--- config.mk ---
export PLATFORM = sky130hd
export DESIGN_NAME = integer_to_ascii_digits_core
export DESIGN_NICKNAME = d
export VERILOG_FILES = /design/src/sv/i2a_pkg.sv /design/src/sv/integer_to_ascii_digits_core.sv /design/src/sv/i2a_cell.sv
export SDC_FILE = /design/constraint.sdc
export NUM_CORES = 1
export LEC_CHECK = 0
export BUFFER_PORTS_ARGS = -buffer_cell sky130_fd_sc_hd__buf_2
export CAP_MARGIN = 20
export CORE_AREA = 2 2 149 151
export CTS_CLUSTER_DIAMETER = 120
export DETAILED_ROUTE_END_ITERATION = 8
export DIE_AREA = 0 0 151 153
export PLACE_DENSITY = 0.59
export SYNTH_ARGS = -nofsm -noshare
export SYNTH_HDL_FRONTEND = slang
export SYNTH_SLANG_ARGS = --single-unit
--- constraint.sdc ---
create_clock -name i_clk -period 8.6 [get_ports i_clk]
set_input_delay 1.72 -clock i_clk [delete_from_list [all_inputs] [get_ports i_clk]]
set_output_delay 1.72 -clock i_clk [all_outputs]
set_load 0.1 [all_outputs]
--- src/sv/i2a_pkg.sv ---
`default_nettype none

package i2a_pkg;

    // converted value width (8 to 64)
    localparam int VALUE_WIDTH = 64;

    // decimal digits needed for VALUE_WIDTH bits: floor(W * log10(2)) + 1
    localparam int NUM_CELLS = (VALUE_WIDTH * 1233) / 4096 + 1;

    localparam int COUNT_W = $clog2(NUM_CELLS + 1);
    localparam int BIT_W   = $clog2(VALUE_WIDTH);
    localparam int PAD_W   = NUM_CELLS * 4;

    // format codes
    localparam logic [1:0] OP_HEX_LOWER = 2'd0;
    localparam logic [1:0] OP_HEX_UPPER = 2'd1;
    localparam logic [1:0] OP_DECIMAL   = 2'd2;

    typedef enum logic [1:0] {
        ST_IDLE,
        ST_CONV,
        ST_TRIM,
        ST_EMIT
    } t_state;

    // per-cycle command shared by every cell of the chain
    typedef struct packed {
        logic load;
        logic dabble;
        logic shift;
    } t_cell_ctl;

    function automatic logic [7:0] digit_to_ascii(input logic [3:0] digit,
                                                  input logic       upper);
        logic [7:0] base;
        begin
            if (digit < 4'd10) begin
                base = 8'h30;
                digit_to_ascii = base + {4'd0, digit};
            end else begin
                base = upper ? 8'h41 : 8'h61;
                digit_to_ascii = base + {4'd0, digit} - 8'd10;
            end
        end
    endfunction

endpackage

`default_nettype wire

--- src/sv/integer_to_ascii_digits_core.sv ---
`default_nettype none

// channel | direction | handshake            | payload
// input   | in        | i_valid / o_ready    | i_value[63:0], i_operation[1:0]
// output  | out       | o_valid / i_ready    | o_digit_char[7:0], o_last_digit,
//         |           |                      | o_digit_count[4:0]
//
// one value at a time; o_ready is high only while idle
// hex: load, leading-zero trim, then one output beat per digit
// decimal: adds one shift-and-add-3 step per input bit before the trim
// the digit chain moves one place per cycle while it is commanded to
// output stalls hold the chain; synchronous active-low reset returns to idle

module integer_to_ascii_digits_core
    import i2a_pkg::*;
(
    input  wire logic        i_clk,
    input  wire logic        i_rst_n,
    input  wire logic        i_valid,
    output logic             o_ready,
    input  wire logic [63:0] i_value,
    input  wire logic [1:0]  i_operation,
    output logic             o_valid,
    input  wire logic        i_ready,
    output logic      [7:0]  o_digit_char,
    output logic             o_last_digit,
    output logic      [4:0]  o_digit_count
);

    t_state r_state, n_state;

    logic [VALUE_WIDTH-1:0] r_shift;   // bits still to feed, msb first
    logic [BIT_W-1:0]       r_bit;     // bits left minus one
    logic [COUNT_W-1:0]     r_left;    // digits still in the chain
    logic [COUNT_W-1:0]     r_total;   // digit count of this value
    logic                   r_upper;

    t_cell_ctl              w_ctl;
    logic [PAD_W-1:0]       w_pad;
    logic [3:0]             w_digit [NUM_CELLS];
    logic                   w_carry [NUM_CELLS];
    logic [3:0]             w_top;
    logic                   w_accept;

    assign w_pad    = PAD_W'(i_value[VALUE_WIDTH-1:0]);
    assign w_top    = w_digit[NUM_CELLS-1];
    assign w_accept = i_valid && o_ready;

    // cell 0 is the least significant digit; data moves toward the top
    for (genvar g = 0; g < NUM_CELLS; g++) begin : g_cell
        logic [3:0] w_load;
        logic       w_bit_in;
        logic [3:0] w_digit_in;

        // hex loads its nibbles directly, decimal starts from zero
        assign w_load = i_operation[1] ? 4'd0 : w_pad[g*4 +: 4];

        if (g == 0) begin : g_first
            assign w_bit_in   = r_shift[VALUE_WIDTH-1];
            assign w_digit_in = 4'd0;
        end else begin : g_rest
            assign w_bit_in   = w_carry[g-1];
            assign w_digit_in = w_digit[g-1];
        end

        i2a_cell u_cell (
            .i_clk        (i_clk),
            .i_ctl        (w_ctl),
            .i_load_digit (w_load),
            .i_bit_in     (w_bit_in),
            .i_digit_in   (w_digit_in),
            .o_digit      (w_digit[g]),
            .o_carry      (w_carry[g])
        );
    end

    // next state and chain commands
    always_comb begin
        n_state = r_state;
        w_ctl   = '0;
        o_ready = 1'b0;
        o_valid = 1'b0;
        unique case (r_state)
            ST_IDLE: begin
                o_ready = 1'b1;
                if (i_valid) begin
                    w_ctl.load = 1'b1;
                    n_state    = i_operation[1] ? ST_CONV : ST_TRIM;
                end
            end
            ST_CONV: begin
                w_ctl.dabble = 1'b1;
                if (r_bit == '0) begin
                    n_state = ST_TRIM;
                end
            end
            ST_TRIM: begin
                // drop leading zeros, keep at least one digit
                if (w_top == 4'd0 && r_left > COUNT_W'(1)) begin
                    w_ctl.shift = 1'b1;
                end else begin
                    n_state = ST_EMIT;
                end
            end
            ST_EMIT: begin
                o_valid = 1'b1;
                if (i_ready) begin
                    w_ctl.shift = 1'b1;
                    if (r_left == COUNT_W'(1)) begin
                        n_state = ST_IDLE;
                    end
                end
            end
            default: n_state = ST_IDLE;
        endcase
    end

    always_ff @(posedge i_clk) begin
        if (!i_rst_n) begin
            r_state <= ST_IDLE;
        end else begin
            r_state <= n_state;
        end
    end

    // datapath registers
    always_ff @(posedge i_clk) begin
        if (w_accept) begin
            r_shift <= i_value[VALUE_WIDTH-1:0];
            r_bit   <= BIT_W'(VALUE_WIDTH - 1);
            r_left  <= COUNT_W'(NUM_CELLS);
            r_upper <= (i_operation == OP_HEX_UPPER);
        end else begin
            if (w_ctl.dabble) begin
                r_shift <= r_shift << 1;
                r_bit   <= r_bit - BIT_W'(1);
            end
            if (w_ctl.shift) begin
                r_left <= r_left - COUNT_W'(1);
            end
            // count settles when trimming ends
            if (r_state == ST_TRIM && !w_ctl.shift) begin
                r_total <= r_left;
            end
        end
    end

    assign o_digit_char  = digit_to_ascii(w_top, r_upper);
    assign o_last_digit  = (r_left == COUNT_W'(1));
    assign o_digit_count = 5'(r_total);

endmodule

`default_nettype wire

--- src/sv/i2a_cell.sv ---
`default_nettype none

module i2a_cell
    import i2a_pkg::*;
(
    input  wire logic      i_clk,
    input  wire t_cell_ctl i_ctl,
    input  wire logic [3:0] i_load_digit,
    input  wire logic      i_bit_in,
    input  wire logic [3:0] i_digit_in,
    output logic     [3:0] o_digit,
    output logic           o_carry
);

    logic [3:0] r_digit;
    logic [3:0] w_adj;

    // add-3 correction before the shift
    always_comb begin
        w_adj   = (r_digit >= 4'd5) ? r_digit + 4'd3 : r_digit;
        o_carry = w_adj[3];
        o_digit = r_digit;
    end

    always_ff @(posedge i_clk) begin
        priority if (i_ctl.load) begin
            r_digit <= i_load_digit;
        end else if (i_ctl.dabble) begin
            r_digit <= {w_adj[2:0], i_bit_in};
        end else if (i_ctl.shift) begin
            r_digit <= i_digit_in;
        end else begin
            r_digit <= r_digit;
        end
    end

endmodule

`default_nettype wire

==> results of run 1 <==
## cell usage after synthesis, types with 2 or more instances
library cell,number,share of area
xnor2_1,24,0.022
nor3b_1,20,0.016
nand3_1,2,0.0010
mux2i_1,23,0.024
buf_1,17,0.0067
o211ai_1,3,0.0024
o21ai_0,46,0.024
a21oi_2,2,0.0018
o221a_2,2,0.0024
a221oi_1,3,0.0027
a21oi_1,127,0.067
clkbuf_1,32,0.013
a31oi_1,5,0.0033
nor3_1,7,0.0037
edfxtp_1,134,0.42
a211oi_1,29,0.023
buf_2,6,0.0031
and3_1,2,0.0013
inv_1,47,0.018
clkinv_1,2,0.00079
a31o_2,29,0.027
nor2b_1,4,0.0026
nor2_1,77,0.030
nand2b_1,24,0.016
xor2_1,2,0.0018
ha_1,49,0.064
a311oi_1,16,0.015
nand2_1,265,0.10
nor4_1,2,0.0013
dfxtp_1,29,0.061
mux2_2,3,0.0035
## flip-flops by register name (all words and copies together) (netlist names)
signal,cells
g_cell.u_cell.o_digit,80
r_bit,6
o_digit_count,5
r_left,5
r_state,2
r_shift,64
r_upper,1
## kinds of logic after synthesis
| family | count (synthesis) |
|---|---|
| flip-flops | 163 |
| other | 1 |
| AO/OA/AOI/OAI | 270 |
| XOR/XNOR | 26 |
| buffers and inverters | 108 |
| AND/OR/NAND/NOR | 411 |
| multiplexers | 26 |
| adder cells (fa/ha/maj) | 49 |
## critical path: cells and delay by family
kind,cells,cell delay [ns]
simple gates,2,1.05
buf+inv,3,1.25
## cells in the final DEF, fill, tap and decap left out, drive strengths merged, types with 4 or more instances in the layout
master / count
a21oi: 129
clkinv: 4
mux2i: 23
a311oi: 16
nor2b: 4
o21ai: 47
bufinv: 6
dfxtp: 29
nor2: 78
nand2: 265
nor3: 8
nor3b: 20
xnor2: 24
nand2b: 24
ha: 49
a211oi: 29
a31o: 29
buf: 91
inv: 49
a31oi: 5
edfxtp: 134
clkbuf: 21
## per-layer routing
layer / wire length, um / track usage
met1: 10300 / 0.266
met2: 9660 / 0.295
met3: 644 / 0.0284
met4: 272 / 0.0579
met5: 0 / 0
## area by class of cell
class | count | area share
clock buffer | 21 | 0.0406
timing repair buffer | 91 | 0.0455
inverter | 50 | 0.0175
multi-input combinational | 783 | 0.420
sequential | 163 | 0.425
clock inverter | 10 | 0.0190
tap | 280 | 0.0323
## metrics by stage
step                instances  hold slack [ns]  utilization
floorplan                1054            0.454            -
global placement         1366            0.472        0.473
detailed placement       1366            0.479        0.473
CTS                      1397            0.504        0.503
global route             1398            0.541        0.504
finish                   1398            0.495        0.504
## power groups by stage
| stage | logic, mW | clock network, mW | registers [mW] |
|---|---|---|---|
| detailed placement | 2.29 | 0 | 1.81 |
| floorplan | 1.84 | 0 | 1.76 |
| global route | 2.62 | 0.900 | 1.85 |
| finish | 2.30 | 0.852 | 1.79 |
| global placement | 2.25 | 0 | 1.81 |
| CTS | 2.30 | 0.869 | 1.80 |
## worst paths after layout
path | to | cells past startpoint | slack (ns)
max | r_shift[48]$_DFFE_PP_ | 5 | 4.57
min | r_bit[0]$_SDFFE_PP1P_ | 2 | 0.49
max reg2reg | r_shift[48]$_DFFE_PP_ | 6 | 5.10
min reg2reg | r_bit[0]$_SDFFE_PP1P_ | 2 | 0.49
==> results.json, run 1 <==
{
  "via_count": 7462,
  "clock_power_share": 0.172,
  "worst_pin_slew_ns": 0.989,
  "worstSetupStartpointType": "input pin",
  "async_flop_share": 0,
  "p_switching_mw": 2.06,
  "powerDensity_nw_per_um2": 456,
  "cp_data_required_time_ns": 8.71,
  "synth_cell_types": 52,
  "hold_class": "flop to flop",
  "wl_per_cell_um": 14.9,
  "setup_viol": 0,
  "synth_fp_nets": 1173,
  "die_y_um": 153,
  "place_area_um2": 10200,
  "worstSetupPathType": "input pin to flop",
  "row_count": 54,
  "yosys_warnings": 0,
  "io_buffers": 84,
  "syn_inst": 1054,
  "start_util": 0.445,
  "synth_compound_area_frac": 0.174,
  "p_total_mw": 4.94,
  "dieArea_um2": 23100,
  "cts_hold_buf": 0,
  "seqCellArea_um2": 4600,
  "ys_ff_latch": 163,
  "cp_max_fo": 68,
  "nNetsFinal": 1225,
  "yosys.area_share.adder": 0.0641,
  "dr.pass1.iters": 5,
  "critical_path.slowest_cell": "buf_4",
  "drt_drc_violations_left": 0,
  "grt_max_degree": 82,
  "swShare": 0.416,
  "worst_slack_ns": 4.57,
  "fin_crit_sh": 0.469,
  "synth_xor_area_frac": 0.0238,
  "fmax_ghz": 0.248,
  "cp-end-kind": "flop",
  "hold_path.startpoint": "r_bit[0]$_SDFFE_PP1P_",
  "drt_iter0_drc": 523,
  "leakage_nw": 4.38,
  "pin_count": 86,
  "muxShareOfSynthArea": 0.0276,
  "synth_top_family_by_area": "simple AND/OR/NAND/NOR gates",
  "ctsResizeCount": 0,
  "pre_cts_ws_ns": 3.94,
  "final_area_um2": 10800,
  "maxCapViolations": 0,
  "cts_max_level": 4,
  "critPathMaxStageDelay_ns": 0.65,
  "antenna_found_initial": 0,
  "clkLatencyLatePin_ns": 0.43,
  "gp_congestion": 0.744,
  "max-slew-margin-rel": 0.336,
  "hpwl_um": 13200,
  "synth-seq-area-share": 0.482,
  "status": "finished clean",
  "grt-ovfl-total": 0,
  "share_seq_of_total_power": 0.362,
  "hold_viol": 0,
  "crit_chain": "buf_2, nand2_4, buf_4, nand2_2, buf_4",
  "netlist_area_um2": 9560,
  "p_int_mw": 2.89,
  "cts_setup_buffers": 0,
  "die_w_um": 151,
  "ant_nets": 0,
  "regToRegStartpoint": "r_state[0]$_SDFFE_PN0P_",
  "drive_gt1_frac": 0.147,
  "period_minus_slack_ns": 4.03,
  "synth_edf_count": 134,
  "grt_first_pass_wirelength_um": 34900,
  "multiInputGateArea_um2": 4550,
  "skew_ns": 0.0102,
  "grtUsageTotal": 0.187,
  "cts_root_buffer": "clkbuf_16",
  "diodes": 0,
  "synthFlopType": "edfxtp_1",
  "wirelength_um": 20900,
  "syn_avg_cell_area_um2": 9.07,
  "rsz0062_at_grt": "no",
  "crit_path_start": "i_valid",
  "crit_top_cell": "buf_4",
  "grt_pass1_vias": 6903,
  "clockBufferDepth": 2,
  "fin_setup_tns_ns": 0,
  "coreArea_um2": 21500,
  "numCtsBuffers": 17,
  "path_clk_slew_ns": 0.06,
  "via_per_inst": 5.34,
  "crit_arrival_ns": 4.14,
  "ir_worst_vdd_v": 0.000209,
  "area_growth_pct": 13.4,
  "n_fill_cell": 2059,
  "cts_tree": "done",
  "cts.sinks": 163,
  "p_comb_frac": 0.465,
  "synthSimpleGateAreaFrac": 0.183,
  "slew_viol_final": 0
}
No activity file was read; power rests on OpenSTA's default activity.
==> run 2: changes to the inputs <==
==> constraint.sdc (replaced) <==
create_clock -name i_clk -period 3.8 [get_ports i_clk]
set_input_delay 0.76 -clock i_clk [delete_from_list [all_inputs] [get_ports i_clk]]
set_output_delay 0.76 -clock i_clk [all_outputs]
set_load 0.1 [all_outputs]
==> results.json, run 2 (same netlist as run 1, synthesis figures left out) <==
{
  "worstSetupPathType": "flop to primary output",
  "wl_per_cell_um": 15.7,
  "area_growth_pct": 13.5,
  "critPathTopFamily": "flip-flops",
  "dieArea_um2": 23100,
  "ctsResizeCount": 0,
  "maxCapViolations": 0,
  "multiInputGateArea_um2": 4550,
  "critPathMaxStageDelay_ns": 0.46,
  "hold_path.startpoint": "r_bit[0]$_SDFFE_PP1P_",
  "nNetsFinal": 1233,
  "cp_data_required_time_ns": 3.04,
  "hold_viol": 0,
  "cts_hold_buf": 0,
  "path_clk_slew_ns": 0.07,
  "skew_ns": 0.00866,
  "final_cell_mix": "nand2_1 (263), edfxtp_1 (134), a21oi_1 (127), buf_2 (84), nor2_1 (77)",
  "cts_max_level": 4,
  "dr.pass1.iters": 4,
  "grtUsageTotal": 0.196,
  "io_buffers": 84,
  "die_y_um": 153,
  "diodes": 0,
  "via_per_inst": 5.30,
  "die_w_um": 151,
  "powerDensity_nw_per_um2": 1030,
  "cp-end-kind": "primary output",
  "seqCellArea_um2": 4600,
  "coreArea_um2": 21500,
  "status": "finished clean",
  "fin_crit_sh": 0.741,
  "start_util": 0.445,
  "largest_register_ffs": 80,
  "n_fill_cell": 2043,
  "worst_pin_slew_ns": 0.888,
  "hpwl_um": 14100,
  "regToRegStartpoint": "r_state[0]$_SDFFE_PN0P_",
  "grt_first_pass_wirelength_um": 36400,
  "max-slew-margin-rel": 0.408,
  "cts_tree": "done",
  "pin_count": 86,
  "cp_max_fo": 7,
  "wirelength_um": 22100,
  "fmax_ghz": 0.355,
  "period_minus_slack_ns": 2.82,
  "leakage_nw": 4.39,
  "slew_viol_final": 0,
  "hold_class": "flop to flop",
  "cts_root_buffer": "clkbuf_16",
  "reg2reg_to": "g_cell[1].u_cell.o_digit[0]$_DFFE_PP_",
  "gp_congestion": 0.807,
  "cts_setup_buffers": 0,
  "cp_num_buf_inv": 2,
  "drive_gt1_frac": 0.154,
  "grt_pass1_vias": 7096,
  "grt-ovfl-total": 0,
  "drt_iter0_drc": 532,
  "worstSetupStartpointType": "flop",
  "fin_setup_tns_ns": 0,
  "crit_arrival_ns": 2.06,
  "setup_viol": 0,
  "row_count": 54,
  "antenna_found_initial": 0,
  "ir_worst_vdd_v": 0.000471,
  "reg2reg_setup_slack_ns": 1.29,
  "grt_max_degree": 130,
  "whs_endpoint": "r_bit[0]$_SDFFE_PP1P_",
  "rsz0062_at_grt": "no",
  "fin_util": 0.505,
  "r2r.worst_path.cells": 5,
  "clockBufferDepth": 2,
  "via_count": 7458,
  "cts.sinks": 163,
  "final_common_cell": "nand2_1",
  "numCtsBuffers": 17,
  "critical_path.slowest_cell": "dfxtp_1",
  "crit_chain": "inv_1, ha_1, nand2_1, mux2_2, buf_2",
  "ant_nets": 0,
  "drt_drc_violations_left": 0,
  "hold_depth": 2,
  "clkLatencyLatePin_ns": 0.43
}
run 2: changes by cell type in the layout (fill, tap and decap cells not counted):
cell	before	now
inv_6	0	2
clkinv_2	2	1
bufinv_16	6	3
clkbuf_1	4	2
buf_12	0	2
buf_16	1	0
clkinv_1	1	3
buf_4	6	13
clkinvlp_4	1	4
run 2: layout make-up:
type / instances / share of cell area
well taps: 280 / 0.0323
repair buffers: 99 / 0.0514
clock buffers: 19 / 0.0399
flip-flops and latches: 163 / 0.424
multi-input cells: 783 / 0.420
inverters: 50 / 0.0175
clock inverters: 13 / 0.0146
run 2: per-stage QoR:
stage / total power [mW] / hold WS, ns / setup slack [ns] / instance area, um2 / std cells
3_5_place_dp: 9.41 / 0.480 / 1.27 / 10300 / 1375
2_1_floorplan: 8.13 / 0.454 / 0.0292 / 9560 / 1054
4_1_cts: 11.2 / 0.489 / 0.966 / 10800 / 1407
5_1_grt: 12.1 / 0.507 / 0.853 / 10800 / 1407
3_3_place_gp: 9.32 / 0.478 / 1.31 / 10300 / 1375
6_report: 11.1 / 0.490 / 0.984 / 10800 / 1407
run 2: how the worst max path moves through the flow:
stage                     depth (start not counted)                                      to                                       from  slack, ns
after detailed placement                          6  g_cell[14].u_cell.o_digit[3]$_DFFE_PP_                                    i_valid       1.27
after CTS                                         5                         o_digit_char[2]  g_cell[19].u_cell.o_digit[1]$_SDFFE_PP0P_       0.97
after global placement                            6  g_cell[14].u_cell.o_digit[3]$_DFFE_PP_                                    i_valid       1.31
after global routing                              6                         o_digit_char[6]  g_cell[19].u_cell.o_digit[1]$_SDFFE_PP0P_       0.85
final                                             5                         o_digit_char[2]  g_cell[19].u_cell.o_digit[1]$_SDFFE_PP0P_       0.98
after floorplan                                   6                r_shift[0]$_SDFFCE_PN0P_                    r_state[0]$_SDFFE_PN0P_       0.03
run 2: report_power, final:
group	switching [mW]	internal (mW)	total (mW)
Combinational	3.32	1.97	5.29
Sequential	0.691	3.37	4.06
Clock	0.743	1.03	1.78
Total	4.75	6.37	11.1
run 2: per-layer routing:
metal  global-route usage  vias up  part of all wire
met1                0.278     3505              0.50
li1                     -     3822                 -
met4               0.0512        0             0.014
met3               0.0376       20             0.030
met5                    0        -                 0
met2                0.309      111              0.46
run 2: worst reg2reg max path, cell delays in order, from the launching register on:
cell and delay, ns:
dfxtp_1 0.43, ha_4 0.51, buf_4 0.71, o21ai_0 0.23, a221oi_1 0.32, nor2_1 0.07
==> run 3: changes to the inputs <==
--- a/config.mk
+++ b/config.mk
@@ -5,6 +5,7 @@
 export SDC_FILE = /design/constraint.sdc
 export NUM_CORES = 1
 export LEC_CHECK = 0
+export ABC_AREA = 1
 export BUFFER_PORTS_ARGS = -buffer_cell sky130_fd_sc_hd__buf_2
 export CAP_MARGIN = 20
 export CORE_AREA = 2 2 149 151
==> constraint.sdc (replaced) <==
create_clock -name i_clk -period 2.6 [get_ports i_clk]
set_input_delay 0.52 -clock i_clk [delete_from_list [all_inputs] [get_ports i_clk]]
set_output_delay 0.52 -clock i_clk [all_outputs]
set_load 0.1 [all_outputs]
==> results.json, run 3 <==
{
  "status": "finished clean",
  "diodes": 0,
  "cts_max_level": 4,
  "pre_cts_ws_ns": 0.510,
  "drt_drc_violations_left": 0,
  "hold_slack_ns": 0.338,
  "wl_per_cell_um": 14.8,
  "area_growth_pct": 13.9,
  "final_area_um2": 10900,
  "drt_iter0_drc": 489,
  "yosys.area_share.adder": 0.0641,
  "ys_ff_latch": 163,
  "hpwl_um": 14800,
  "synthFlopType": "edfxtp_1",
  "worst_slack_ns": 0.141,
  "synth_top_family_by_area": "simple AND/OR/NAND/NOR gates",
  "cts_tree": "done",
  "fin_crit_sh": 0.946,
  "leakage_nw": 4.80,
  "io_buffers": 84,
  "die_w_um": 151,
  "start_util": 0.445,
  "netlist_area_um2": 9560,
  "cts_setup_buffers": 0,
  "grt_max_degree": 67,
  "ant_nets": 0,
  "path_clk_slew_ns": 0.07,
  "cts_root_buffer": "clkbuf_16",
  "synth_edf_count": 134,
  "hold_class": "input pin to flop",
  "final_common_cell": "nand2_1",
  "via_count": 7691,
  "powerDensity_nw_per_um2": 1460,
  "drive_gt1_frac": 0.150,
  "p_total_mw": 15.8,
  "skew_ns": 0.0107,
  "crit_arrival_ns": 1.94,
  "yosys_warnings": 0,
  "cp_data_required_time_ns": 2.08,
  "final_cell_mix": "nand2_1 (329), edfxtp_1 (134), inv_1 (115), nand3_1 (82), buf_2 (81)",
  "worstSetupStartpointType": "flop",
  "cts.sinks": 163,
  "largest_register_ffs": 80,
  "synth-seq-area-share": 0.482,
  "grtUsageTotal": 0.197,
  "synth_cell_types": 39,
  "nNetsFinal": 1300,
  "rsz0062_at_grt": "no",
  "synth_xor_area_frac": 0.0293,
  "synth_compound_area_frac": 0.111,
  "clockBufferDepth": 2,
  "pin_count": 86,
  "yosysMostFrequentCell": "nand2_1",
  "wirelength_um": 21800,
  "fin_util": 0.507,
  "setup_viol": 0,
  "yosys.area.top_type": "edfxtp_1",
  "fmax_ghz": 0.407,
  "place_area_um2": 10300,
  "async_flop_share": 0,
  "hold_viol": 0,
  "cp-end-kind": "primary output",
  "numCtsBuffers": 17,
  "grt_first_pass_wirelength_um": 36300,
  "synth_commonest_cells": "nand2_1 (332), edfxtp_1 (134), inv_1 (115)",
  "dr.pass1.iters": 6,
  "synth_area_leaders": "edfxtp_1 (42%), nand2_1 (13%), ha_1 (6.4%)",
  "gp_congestion": 0.814,
  "period_minus_slack_ns": 2.46,
  "ir_worst_vdd_v": 0.000811,
  "cp_max_fo": 6,
  "n_fill_cell": 2090,
  "grt-ovfl-total": 0,
  "die_y_um": 153,
  "maxCapViolations": 0,
  "clkLatencyLatePin_ns": 0.43,
  "synth_top_area_frac": 0.421,
  "muxShareOfSynthArea": 0,
  "grt_pass1_vias": 7492,
  "slew_viol_final": 0,
  "syn_inst": 1106,
  "via_per_inst": 5.22,
  "row_count": 54,
  "worstSetupPathType": "flop to primary output",
  "coreArea_um2": 21500,
  "dieArea_um2": 23100,
  "syn_avg_cell_area_um2": 8.64,
  "antenna_found_initial": 0,
  "synthSimpleGateAreaFrac": 0.240,
  "synth_fp_nets": 1225
}
-- run 3: per-layer routing --
layer,part of all wire,wire [um],vias to the layer above,GRT usage
li1,-,-,3900,-
met1,0.47,10300,3645,0.260
met2,0.49,10600,127,0.333
met3,0.029,632,19,0.0304
met4,0.013,293,0,0.0583
met5,0,0,-,0
-- run 3: cells by family after synthesis --
family | after synthesis
xor gates and xnor gates | 32
DFF | 163
adders and majority gates | 49
and+or+nand+nor | 529
AOI/OAI and AO/OA | 165
buffers and inverters | 167
other | 1
-- run 3: repair_timing --
item                                    4_1_cts  5_1_grt
endpoints found under the setup margin        0        3
hold buffers                                  0        0
gates resized for setup                       0        3
-- run 3: worst max-delay path: stages (launching register included) --
cell	delay (ns)
dfxtp_1	0.42
inv_2	0.09
a21oi_1	0.36
inv_1	0.15
o21ai_1	0.15
clkbuf_4	0.34
-- run 3: path summary, 6_finish.rpt --
path / startpoint / to / slack (ns) / cells after the start
worst max-delay path: g_cell[19].u_cell.o_digit[2]$_SDFFE_PP0P_ / o_digit_char[1] / 0.14 / 5
worst max register to register: r_state[0]$_SDFFE_PN0P_ / o_digit_count[3]$_DFFE_PP_ / 0.56 / 6
worst min-delay path: i_rst_n / r_state[1]$_SDFFE_PN0P_ / 0.34 / 3
worst min register to register: r_left[1]$_SDFFE_PP0P_ / o_digit_count[1]$_DFFE_PP_ / 0.49 / 0
-- run 3: through the flow --
step           setup TNS (ns)  std cells
3_5_place_dp                0       1442
3_3_place_gp                0       1442
5_1_grt                     0       1473
4_1_cts                     0       1473
6_report                    0       1473
2_1_floorplan          -0.503       1106
-- run 3: final cells by class --
type / count / area (um2) / share of cell area
sequential: 163 / 4600 / 0.423
multi-input combinational: 776 / 4290 / 0.394
timing repair buffer: 101 / 606 / 0.0556
inverter: 122 / 465 / 0.0428
clock buffer: 20 / 437 / 0.0401
tap: 280 / 350 / 0.0322
clock inverter: 11 / 138 / 0.0126
-- run 3: power by group --
group	switching [mW]	internal, mW	leakage [nW]
Sequential	0.684	4.87	1.56
Combinational	5.21	2.54	2.97
Clock	1.03	1.50	0.279
Total	6.93	8.92	4.80
